$ cat src/design/tlfla_pkg.sv
// ----------------------------------------------------------------------------
// tlfla_pkg
// Types and constants shared by the two-level free-list allocator modules.
// ----------------------------------------------------------------------------
package tlfla_pkg;

	localparam int UNIT_W = 10;
	localparam int BLK_W  = 8;
	localparam int CNT_W  = 11;
	localparam int BCNT_W = 9;
	localparam int PAGE_W = 5;

	localparam logic [CNT_W-1:0]  CNT_MAX        = '1;
	localparam logic [BCNT_W-1:0] BCNT_MAX       = '1;
	localparam logic [UNIT_W:0]   UNIT_EMPTY     = 11'd1024;
	localparam logic [BLK_W:0]    BLK_EMPTY      = 9'd256;
	localparam logic [PAGE_W-1:0] PAGE_LIMIT_RST = 5'd16;

	localparam logic OP_ALLOC    = 1'b0;
	localparam logic OP_FREE     = 1'b1;
	localparam logic STATUS_OK   = 1'b0;
	localparam logic STATUS_FULL = 1'b1;

	typedef struct packed {
		logic clear_result;
		logic do_free;
		logic set_full;
		logic pfill;
		logic blk_pop;
		logic ufill;
		logic unit_pop;
		logic load_out;
	} tlfla_cmd_t;

	typedef struct packed {
		logic fuc_zero;
		logic fbc_zero;
		logic page_ok;
		logic pfill_last;
		logic ufill_last;
		logic out_free;
	} tlfla_stat_t;

endpackage

$ cat src/design/tlfla_ctrl.sv
// ----------------------------------------------------------------------------
// tlfla_ctrl
// Sequencer for allocate and free: pops, page and block carving, result.
// ----------------------------------------------------------------------------
module tlfla_ctrl (
	input  logic                   clk,
	input  logic                   arst_n,
	input  logic                   in_valid,
	input  logic                   in_op,
	output logic                   in_ready,
	input  tlfla_pkg::tlfla_stat_t stat,
	output tlfla_pkg::tlfla_cmd_t  cmd
);
	import tlfla_pkg::*;

	typedef enum logic [7:0] {
		S_IDLE   = 8'b0000_0001,
		S_PFILL  = 8'b0000_0010,
		S_BREAD  = 8'b0000_0100,
		S_BWAIT  = 8'b0000_1000,
		S_UFILL  = 8'b0001_0000,
		S_UREAD  = 8'b0010_0000,
		S_UWAIT  = 8'b0100_0000,
		S_RESULT = 8'b1000_0000
	} state_t;

	state_t state_q, state_d;
	logic   accept;

	assign in_ready = (state_q == S_IDLE);
	assign accept   = in_valid & in_ready;

	always_comb begin
		state_d = state_q;
		cmd     = '0;
		case (state_q)
			S_IDLE: begin
				if (accept) begin
					cmd.clear_result = 1'b1;
					if (in_op == OP_FREE) begin
						cmd.do_free = 1'b1;
						state_d     = S_RESULT;
					end else if (!stat.fuc_zero) begin
						state_d = S_UWAIT;
					end else if (!stat.fbc_zero) begin
						state_d = S_BWAIT;
					end else if (stat.page_ok) begin
						state_d = S_PFILL;
					end else begin
						cmd.set_full = 1'b1;
						state_d      = S_RESULT;
					end
				end
			end
			S_PFILL: begin
				cmd.pfill = 1'b1;
				if (stat.pfill_last) begin
					state_d = S_BREAD;
				end
			end
			S_BREAD: begin
				state_d = S_BWAIT;
			end
			S_BWAIT: begin
				cmd.blk_pop = 1'b1;
				state_d     = S_UFILL;
			end
			S_UFILL: begin
				cmd.ufill = 1'b1;
				if (stat.ufill_last) begin
					state_d = S_UREAD;
				end
			end
			S_UREAD: begin
				state_d = S_UWAIT;
			end
			S_UWAIT: begin
				cmd.unit_pop = 1'b1;
				state_d      = S_RESULT;
			end
			S_RESULT: begin
				if (stat.out_free) begin
					cmd.load_out = 1'b1;
					state_d      = S_IDLE;
				end
			end
			default: begin
				state_d = S_IDLE;
			end
		endcase
	end

	always_ff @(posedge clk or negedge arst_n) begin
		if (!arst_n) begin
			state_q <= S_IDLE;
		end else begin
			state_q <= state_d;
		end
	end

endmodule

$ cat config.mk
export PLATFORM = sky130hd
export DESIGN_NAME = tlfla_ctrl
export DESIGN_NICKNAME = d
export VERILOG_FILES = /design/src/design/tlfla_pkg.sv /design/src/design/tlfla_ctrl.sv
export SDC_FILE = /design/constraint.sdc
export NUM_CORES = 1
export LEC_CHECK = 0
export BUFFER_PORTS_ARGS = -buffer_cell sky130_fd_sc_hd__clkbuf_2
export CORE_AREA = 3 3 40 42
export DETAILED_ROUTE_END_ITERATION = 10
export DIE_AREA = 0 0 43 45
export PLACE_DENSITY = 0.68
export SLEW_MARGIN = 25
export SYNTH_ARGS = -nofsm -noshare
export SYNTH_HDL_FRONTEND = slang
export SYNTH_SLANG_ARGS = --single-unit
$ cat constraint.sdc
create_clock -name clk -period 2.3 [get_ports clk]
set_input_delay 0 -clock clk [delete_from_list [all_inputs] [get_ports clk]]
set_output_delay 0 -clock clk [all_outputs]
set_load 0.05 [all_outputs]
==> flow_summary.json, run 1 <==
{
  "grt_max_degree": 9,
  "worstPathRequired_ns": 2.30,
  "drtIter0Drc": 10,
  "clock-sinks": 8,
  "die_h_um": 45,
  "wl_mm": 1.25,
  "ir_drop_uv": 772,
  "syn_area_um2": 548,
  "max_cap_violations": 0,
  "core.rowCount": 13,
  "grt-ovfl-total": 0,
  "maxSlewHeadroom": 0.580,
  "rrSetupSlack_ns": 0.34,
  "reg2reg_depth": 5,
  "powerDensity_mw_per_mm2": 1070,
  "ys_ff_latch": 8,
  "final_cell_mix": "clkbuf_2 (17), nor2_1 (7), dfrtp_1 (7)",
  "hold_path.class": "primary input to register",
  "cts_made_buffers": 3,
  "portBuffers": 18,
  "synth_cell_type_count": 30,
  "reg_top3": "state_q (8)",
  "status": "completed",
  "layout.nets": 93,
  "vias_per_cell": 5.47,
  "synthCells": 58,
  "hold_slack_ns": 0.0394,
  "cp_num_buf_inv": 1,
  "diodes": 0,
  "switching_power_w": 0.000359,
  "io_pins": 19,
  "place_hpwl_mm": 1.01,
  "avgSynthCellArea_um2": 9.45,
  "max_freq_ghz": 0.458,
  "dr_total_vias": 531,
  "track_usage": 0.152,
  "tns_ns": 0,
  "holdCritStartpoint": "stat[5]",
  "grt_pass1_wl_mm": 2.17,
  "largest-register": "state_q",
  "clockRootBuffer": "clkbuf_4",
  "p_int_w": 0.000402,
  "final.min_clock_period_ns": 2.18,
  "crit_chain": "or4b_1 -> or2_4 -> nor2_2 -> nand3_1 -> nor3b_2 -> buf_4",
  "die_area_mm2": 0.00194,
  "setup_viol": 0,
  "clkSlewWorstSetupHoldPaths_ns": 0.06,
  "gp_congestion": 0.754,
  "largest_reg_flops": 8,
  "power.share.clock": 0.153,
  "startpoint": "state_q[0]",
  "power_w": 0.000760,
  "critPathCaptureType": "primary output",
  "seq_area_frac_synth": 0.368,
  "worstMarginPinSlew_ns": 0.624,
  "final_common_cell": "clkbuf_2",
  "drive_gt1_frac": 0.427,
  "final_hold_viol_count": 0,
  "die_width_um": 43,
  "grt_antenna_before_repair": 0,
  "yosys_warnings": 0,
  "drt_first_pass_iters": 2,
  "cts_max_path_buffers": 2,
  "netSwitchingFraction": 0.472,
  "cts_tree": "yes",
  "max_stage_delay_ns": 0.56,
  "hold_end": "state_q[3]",
  "start_util": 0.426,
  "post_cts_buffers": 0,
  "drc": 0,
  "critPathTopFamily": "simple AND/OR/NAND/NOR gates",
  "seqPwrFrac": 0.259,
  "wl_per_cell_um": 12.9,
  "r2r-end": "state_q[0]",
  "crit_type": "register to primary output",
  "period_share": 0.950,
  "cp_slowest_cell": "dfstp_2",
  "rsz0062_at_grt": "false",
  "slew_viol_final": 0,
  "insertion_delay_ns": 0.26,
  "critPathMaxFanout": 6,
  "finalClockSkew_ns": 0.0109,
  "syn2layout_area_growth_pct": 29.9,
  "whs_path_depth": 3,
  "htree_levels": 1,
  "synth_nets": 68,
  "final_core_util": 0.554,
  "cp-start-kind": "register",
  "core_area_mm2": 0.00128,
  "first_global_vias": 481,
  "worst_ep_arrival_time_ns": 2.18,
  "leakage_nw": 0.350,
  "rr_startpoint": "state_q[0]",
  "p_comb_frac": 0.589,
  "ant_nets": 0
}
## routing by layer
metal | vias up | wire length, um | GRT usage
met5 | - | 0 | 0
met4 | 0 | 26 | 0.0904
met3 | 4 | 84 | 0.0279
met2 | 20 | 525 | 0.219
met1 | 239 | 611 | 0.213
li1 | 268 | - | -
## metrics by stage
step	setup WS, ns	instances	area (um2)
5_1_grt	0.0260	97	712
6_report	0.116	97	712
4_1_cts	0.0368	97	709
3_3_place_gp	0.344	90	653
2_1_floorplan	0.112	58	556
3_5_place_dp	0.332	90	653
## power groups by stage
stage | Sequential, W | Clock [W] | Combinational (W)
after floorplan | 0.000192 | 0 | 0.000380
final | 0.000197 | 0.000116 | 0.000448
after CTS | 0.000196 | 0.000120 | 0.000449
after global placement | 0.000196 | 0 | 0.000443
after detailed placement | 0.000198 | 0 | 0.000443
after global routing | 0.000200 | 0.000131 | 0.000490
## cell usage after synthesis
cell type	instances	area share
a21oi_2	2	0.032
nor2_1	8	0.055
nor3_1	5	0.046
buf_6	1	0.021
clkinv_2	2	0.018
nor2_2	1	0.011
o22ai_2	1	0.023
and4b_1	2	0.037
or4b_1	3	0.055
a31oi_1	1	0.011
or2_2	1	0.011
o32ai_1	1	0.016
nand2_1	1	0.0068
and3_1	2	0.023
dfrtp_1	7	0.32
or3_1	1	0.011
or2_4	2	0.032
nand3b_1	1	0.014
or4_1	1	0.014
and2_1	1	0.011
nor3b_1	1	0.014
a21boi_1	1	0.014
nor4b_1	2	0.032
dfstp_2	1	0.048
nor4_1	1	0.011
nand3_1	2	0.018
or4_4	1	0.021
a41o_4	1	0.039
nand4b_1	1	0.016
inv_1	3	0.021
## final cells by class
cell class	instances	area [um2]
Inverter	5	21.3
Clock buffer	4	26.3
Tap cell	15	18.8
Timing Repair Buffer	21	123
Multi-Input combinational cell	44	322
Fill cell	121	573
Sequential cell	8	201
## cells by family after synthesis
| group | share of synthesized area |
|---|---|
| buffers and inverters | 0.0594 |
| and+or+nand+nor | 0.438 |
| AOI/OAI and AO/OA | 0.135 |
| DFF | 0.368 |
## timing repair
item / 4_1_cts / 5_1_grt
setup endpoints to repair: 0 / 1
hold buffers: 3 / 0
endpoints found under the hold margin: 10 / 0
resized for setup: 0 / 3
## worst max path at each step
| stage | endpoint | slack, ns | depth (start not counted) |
|---|---|---|---|
| finish | cmd[5] | 0.12 | 6 |
| CTS | cmd[5] | 0.04 | 6 |
| global route | cmd[5] | 0.03 | 6 |
| global placement | cmd[5] | 0.34 | 6 |
| floorplan | cmd[5] | 0.11 | 6 |
| detailed placement | cmd[5] | 0.33 | 6 |
## worst min-delay path, cell delays in order
cell	delay (ns)
clkbuf_2	0.11
nand3b_1	0.10
a21oi_2	0.05
No activity file was read; power rests on OpenSTA's default activity.
==> run 2: changes to the inputs <==
--- a/config.mk
+++ b/config.mk
@@ -6,10 +6,10 @@
 export NUM_CORES = 1
 export LEC_CHECK = 0
 export BUFFER_PORTS_ARGS = -buffer_cell sky130_fd_sc_hd__clkbuf_2
-export CORE_AREA = 3 3 40 42
+export CORE_MARGIN = 3
+export CORE_UTILIZATION = 42
 export DETAILED_ROUTE_END_ITERATION = 10
-export DIE_AREA = 0 0 43 45
-export PLACE_DENSITY = 0.68
+export PLACE_DENSITY = 0.72
 export SLEW_MARGIN = 25
 export SYNTH_ARGS = -nofsm -noshare
 export SYNTH_HDL_FRONTEND = slang
==> constraint.sdc (replaced) <==
create_clock -name clk -period 1.8 [get_ports clk]
set_input_delay 0 -clock clk [delete_from_list [all_inputs] [get_ports clk]]
set_output_delay 0 -clock clk [all_outputs]
set_load 0.05 [all_outputs]
==> run 2 against run 1 <==
Effect of this change:
- the flow now finishes with violations (setup timing)
- clock-buffer cell count unchanged
- routed wire length increased by 100%
- final area rose by 57%
- non-clock buffer count rose by 24
- hold slack better by 0.060 ns
- die area decreased by 8.3%
- critical endpoint is now state_q[0]
- sequential share of layout area is 10 points lower
- final cell count is 24% higher
- highest routed layer unchanged
- critical path depth grew 2
==> flow_summary.json, run 2 (synthesis gave the netlist of run 1 again) <==
{
  "status": "complete, but fails checks",
  "violations": "setup timing",
  "worst_slack_ns": -0.311,
  "wl_per_cell_um": 20.8,
  "ir_drop_uv": 846,
  "worst_ep_arrival_time_ns": 2.29,
  "cts_made_buffers": 3,
  "drive_gt1_frac": 0.708,
  "io_pins": 19,
  "critPathMaxFanout": 4,
  "worstPathRequired_ns": 1.98,
  "first_global_vias": 670,
  "portBuffers": 18,
  "diodes": 0,
  "powerDensity_mw_per_mm2": 1390,
  "wl_mm": 2.50,
  "final_cell_mix": "buf_4 (22), clkbuf_2 (9), dfrtp_1 (7)",
  "grt_pass1_wl_mm": 3.04,
  "critPathCaptureType": "register",
  "cts_max_path_buffers": 2,
  "rsz0062_at_grt": "true",
  "final_common_cell": "buf_4",
  "htree_levels": 1,
  "cts_tree": "yes",
  "dp_slack_ns": -0.176,
  "worstMarginPinSlew_ns": 0.321,
  "die_area_mm2": 0.00177,
  "cp-start-kind": "register",
  "rrSetupSlack_ns": -0.31,
  "largest_reg_flops": 8,
  "gp_congestion": 0.830,
  "track_usage": 0.233,
  "grt-ovfl-total": 0,
  "drtIter0Drc": 40,
  "clockRootBuffer": "clkbuf_4",
  "max_cap_violations": 0,
  "layout.nets": 117,
  "final.min_clock_period_ns": 2.11,
  "hold_path.class": "primary input to register",
  "vias_per_cell": 6.04,
  "max_freq_ghz": 0.474,
  "maxSlewHeadroom": 0.783,
  "grt_antenna_before_repair": 0,
  "grt_max_degree": 9,
  "drt_first_pass_iters": 4,
  "drc": 0,
  "dr_total_vias": 725,
  "leakage_nw": 0.527,
  "die_h_um": 42.1,
  "final_hold_viol_count": 0,
  "clkSlewWorstSetupHoldPaths_ns": 0.07,
  "clock-sinks": 8,
  "start_util": 0.468,
  "core_area_mm2": 0.00117,
  "final_core_util": 0.957,
  "setup_viol": 14,
  "place_hpwl_mm": 1.16,
  "slew_viol_final": 0,
  "insertion_delay_ns": 0.27,
  "finalClockSkew_ns": 0.0185,
  "core.rowCount": 12,
  "largest-register": "state_q",
  "syn2layout_area_growth_pct": 105,
  "ant_nets": 0,
  "period_share": 1.17,
  "reg_top3": "state_q (8)",
  "crit_type": "register to register",
  "die_width_um": 42.1
}
[run 2: layout make-up]
class,instances,area (um2)
clock buffer,4,26.3
fill,30,50.0
inverter,5,36.3
multi-input combinational,44,417
sequential,8,201
tap,14,17.5
timing repair buffer,45,423
[run 2: power breakdown]
group | switching (W) | internal (W) | total [W]
logic | 0.000568 | 0.000601 | 0.00117
registers | 0.0000212 | 0.000218 | 0.000239
clock network | 0.0000697 | 0.0000851 | 0.000155
total | 0.000658 | 0.000904 | 0.00156
[run 2: final timing paths]
check                           start          to  depth (start not counted)
setup / recovery           state_q[3]  state_q[0]                          8
hold / removal                stat[5]  state_q[3]                          3
setup reg to reg           state_q[3]  state_q[0]                          8
hold reg to reg            state_q[0]  state_q[0]                          3
max in group asynchronous      arst_n  state_q[0]                          2
min in group asynchronous      arst_n  state_q[2]                          2
[run 2: worst max-delay path, stage by stage (launching register included)]
cell      delay (ns)
dfrtp_1         0.40
or4_4           0.56
buf_4           0.16
buf_6           0.12
or2_4           0.27
clkinv_8        0.05
nor3_1          0.05
a41o_4          0.25
a21boi_2        0.16
[run 2: through the flow]
stage / cells / area (um2) / setup TNS [ns] / total power [W] / hold WS [ns]
after floorplan: 58 / 597 / -0.749 / 0.000767 / -0.296
after CTS: 114 / 1010 / -1.47 / 0.00137 / 0.0558
final: 120 / 1120 / -2.99 / 0.00156 / 0.0999
after global routing: 120 / 1120 / -3.75 / 0.00163 / 0.0771
after global placement: 102 / 791 / -0.501 / 0.000955 / -0.153
after detailed placement: 102 / 791 / -0.649 / 0.000962 / -0.151
[run 2: repair_timing]
action                                 in CTS  in global routing
setup endpoints to repair                  12                 16
pin swaps                                   4                  2
endpoints found under the hold margin      10                  0
resized for setup                          23                 20
buffers inserted                            5                  6
hold buffers                                3                  0
[run 2: layer usage]
metal / share of wire / up-vias / global-route usage / wire length, um
met5: 0 / - / 0 / 0
met2: 0.50 / 47 / 0.414 / 1250
met1: 0.39 / 350 / 0.256 / 972
li1: - / 316 / - / -
met3: 0.064 / 12 / 0.0644 / 159
met4: 0.046 / 0 / 0.106 / 115
==> run 3: changes to the inputs <==
--- a/config.mk
+++ b/config.mk
@@ -6,10 +6,11 @@
 export NUM_CORES = 1
 export LEC_CHECK = 0
 export BUFFER_PORTS_ARGS = -buffer_cell sky130_fd_sc_hd__clkbuf_2
-export CORE_MARGIN = 3
-export CORE_UTILIZATION = 42
+export CORE_AREA = 3 3 40 42
+export CTS_BUF_LIST = sky130_fd_sc_hd__clkbuf_2 sky130_fd_sc_hd__clkbuf_4 sky130_fd_sc_hd__clkbuf_8
 export DETAILED_ROUTE_END_ITERATION = 10
-export PLACE_DENSITY = 0.72
+export DIE_AREA = 0 0 43 45
+export PLACE_DENSITY = 0.7
 export SLEW_MARGIN = 25
 export SYNTH_ARGS = -nofsm -noshare
 export SYNTH_HDL_FRONTEND = slang
==> run 3 against run 2 <==
Effect of this change:
- the run still ends with setup timing left
- clock power increased by 21%
- power is 3.3% higher
- clock-buffer cell count stayed put
- maximum frequency down 1.5%
- via count grew 2.1%
- largest cell class unchanged
==> flow_summary.json, run 3 (synthesis gave the netlist of run 1 again) <==
{
  "status": "complete, but fails checks",
  "violations": "setup timing",
  "drc": 0,
  "final.min_clock_period_ns": 2.14,
  "max_freq_ghz": 0.467,
  "cp-start-kind": "register",
  "ir_drop_uv": 1390,
  "insertion_delay_ns": 0.28,
  "powerDensity_mw_per_mm2": 1450,
  "portBuffers": 18,
  "die_h_um": 45,
  "reg_top3": "state_q (8)",
  "use_met2": 0.425,
  "max_cap_violations": 0,
  "critPathCaptureType": "primary output",
  "cts_tree": "yes",
  "worst_ep_arrival_time_ns": 2.14,
  "cts_max_path_buffers": 2,
  "worst_slack_ns": -0.342,
  "core_area_mm2": 0.00128,
  "grt_max_degree": 9,
  "maxSlewHeadroom": 0.649,
  "dp_slack_ns": -0.140,
  "clockRootBuffer": "clkbuf_4",
  "slew_viol_final": 0,
  "met1_usage": 0.256,
  "dr_total_vias": 740,
  "syn2layout_area_growth_pct": 103,
  "largest_reg_flops": 8,
  "grt_pass1_wl_mm": 3.42,
  "fill_cells": 58,
  "clock-sinks": 8,
  "final_core_util": 0.864,
  "first_global_vias": 728,
  "diodes": 0,
  "worstMarginPinSlew_ns": 0.522,
  "drt_first_pass_iters": 6,
  "setup_viol": 16,
  "drive_gt1_frac": 0.720,
  "largest-register": "state_q",
  "grt-ovfl-total": 0,
  "busiest_layer": "met2",
  "core.rowCount": 13,
  "final_hold_viol_count": 0,
  "final_cell_mix": "buf_4 (23), clkbuf_2 (12), nor2_1 (6), dfrtp_1 (6)",
  "gp_congestion": 0.848,
  "start_util": 0.426,
  "multiInputGateArea_um2": 407,
  "crit_type": "register to primary output",
  "cts_made_buffers": 3,
  "wl_mm": 2.64,
  "period_share": 1.19,
  "die_area_mm2": 0.00194,
  "wl_per_cell_um": 21.7,
  "die_width_um": 43,
  "rsz0062_at_grt": "true",
  "clkSlewWorstSetupHoldPaths_ns": 0.06,
  "hold_path.class": "primary input to register",
  "htree_levels": 1,
  "io_pins": 19,
  "finalClockSkew_ns": 0.00904,
  "drtIter0Drc": 33,
  "met3_usage": 0.0558,
  "grt_antenna_before_repair": 0,
  "final_common_cell": "buf_4",
  "instances_no_fill": 122,
  "leakage_nw": 0.528,
  "vias_per_cell": 6.07,
  "place_hpwl_mm": 1.20,
  "critPathMaxFanout": 5,
  "dp_cells": 103,
  "worstPathRequired_ns": 1.80,
  "track_usage": 0.239,
  "power_w": 0.00161,
  "ant_nets": 0,
  "layout.nets": 118,
  "regArea_um2": 203
}
-- run 3: per-layer routing --
layer,up-vias,wire length (um)
met1,358,1050
li1,317,-
met2,52,1270
met3,13,252
met4,0,77
met5,-,0
-- run 3: repair_timing --
item | 4_1_cts | 5_1_grt
buffers inserted | 4 | 8
endpoints found under the setup margin | 14 | 16
pin swaps | 3 | 6
hold endpoints to repair | 10 | 0
gates resized for setup | 21 | 13
hold buffers | 3 | 0
-- run 3: metrics by stage --
| stage | setup TNS, ns | instance area, um2 | hold slack (ns) |
|---|---|---|---|
| after floorplan | -0.749 | 597 | -0.296 |
| after global placement | -0.480 | 792 | -0.142 |
| after detailed placement | -0.508 | 792 | -0.140 |
| after CTS | -1.95 | 1000 | 0.0430 |
| after global routing | -4.52 | 1110 | 0.0779 |
| final | -3.85 | 1110 | 0.0589 |
-- run 3: worst max-delay path, cell delays in order (launching register included) --
cell and delay, ns:
dfrtp_1 0.46, or4b_4 0.55, or2_4 0.26, nor2_4 0.12, nand3_4 0.09, nor3b_4 0.21, buf_8 0.17
-- run 3: layout make-up --
class | instances | area share
Clock buffer | 4 | 0.0271
Timing Repair Buffer | 46 | 0.374
Tap cell | 15 | 0.0169
Sequential cell | 8 | 0.183
Multi-Input combinational cell | 44 | 0.366
Inverter | 5 | 0.0327
-- run 3: final timing paths --
kind | from | end | slack (ns) | cells past startpoint
setup reg to reg | state_q[5] | state_q[0] | -0.31 | 8
setup / recovery | state_q[5] | cmd[5] | -0.34 | 6
hold reg to reg | state_q[1] | state_q[7] | 0.70 | 3
hold / removal | stat[3] | state_q[1] | 0.06 | 3
min in group asynchronous | arst_n | state_q[2] | 0.10 | 2
max in group asynchronous | arst_n | state_q[0] | 1.43 | 2
-- run 3: power breakdown --
part	switching [W]	internal [W]
clock	0.0000857	0.000101
combinational	0.000574	0.000614
sequential	0.0000204	0.000218
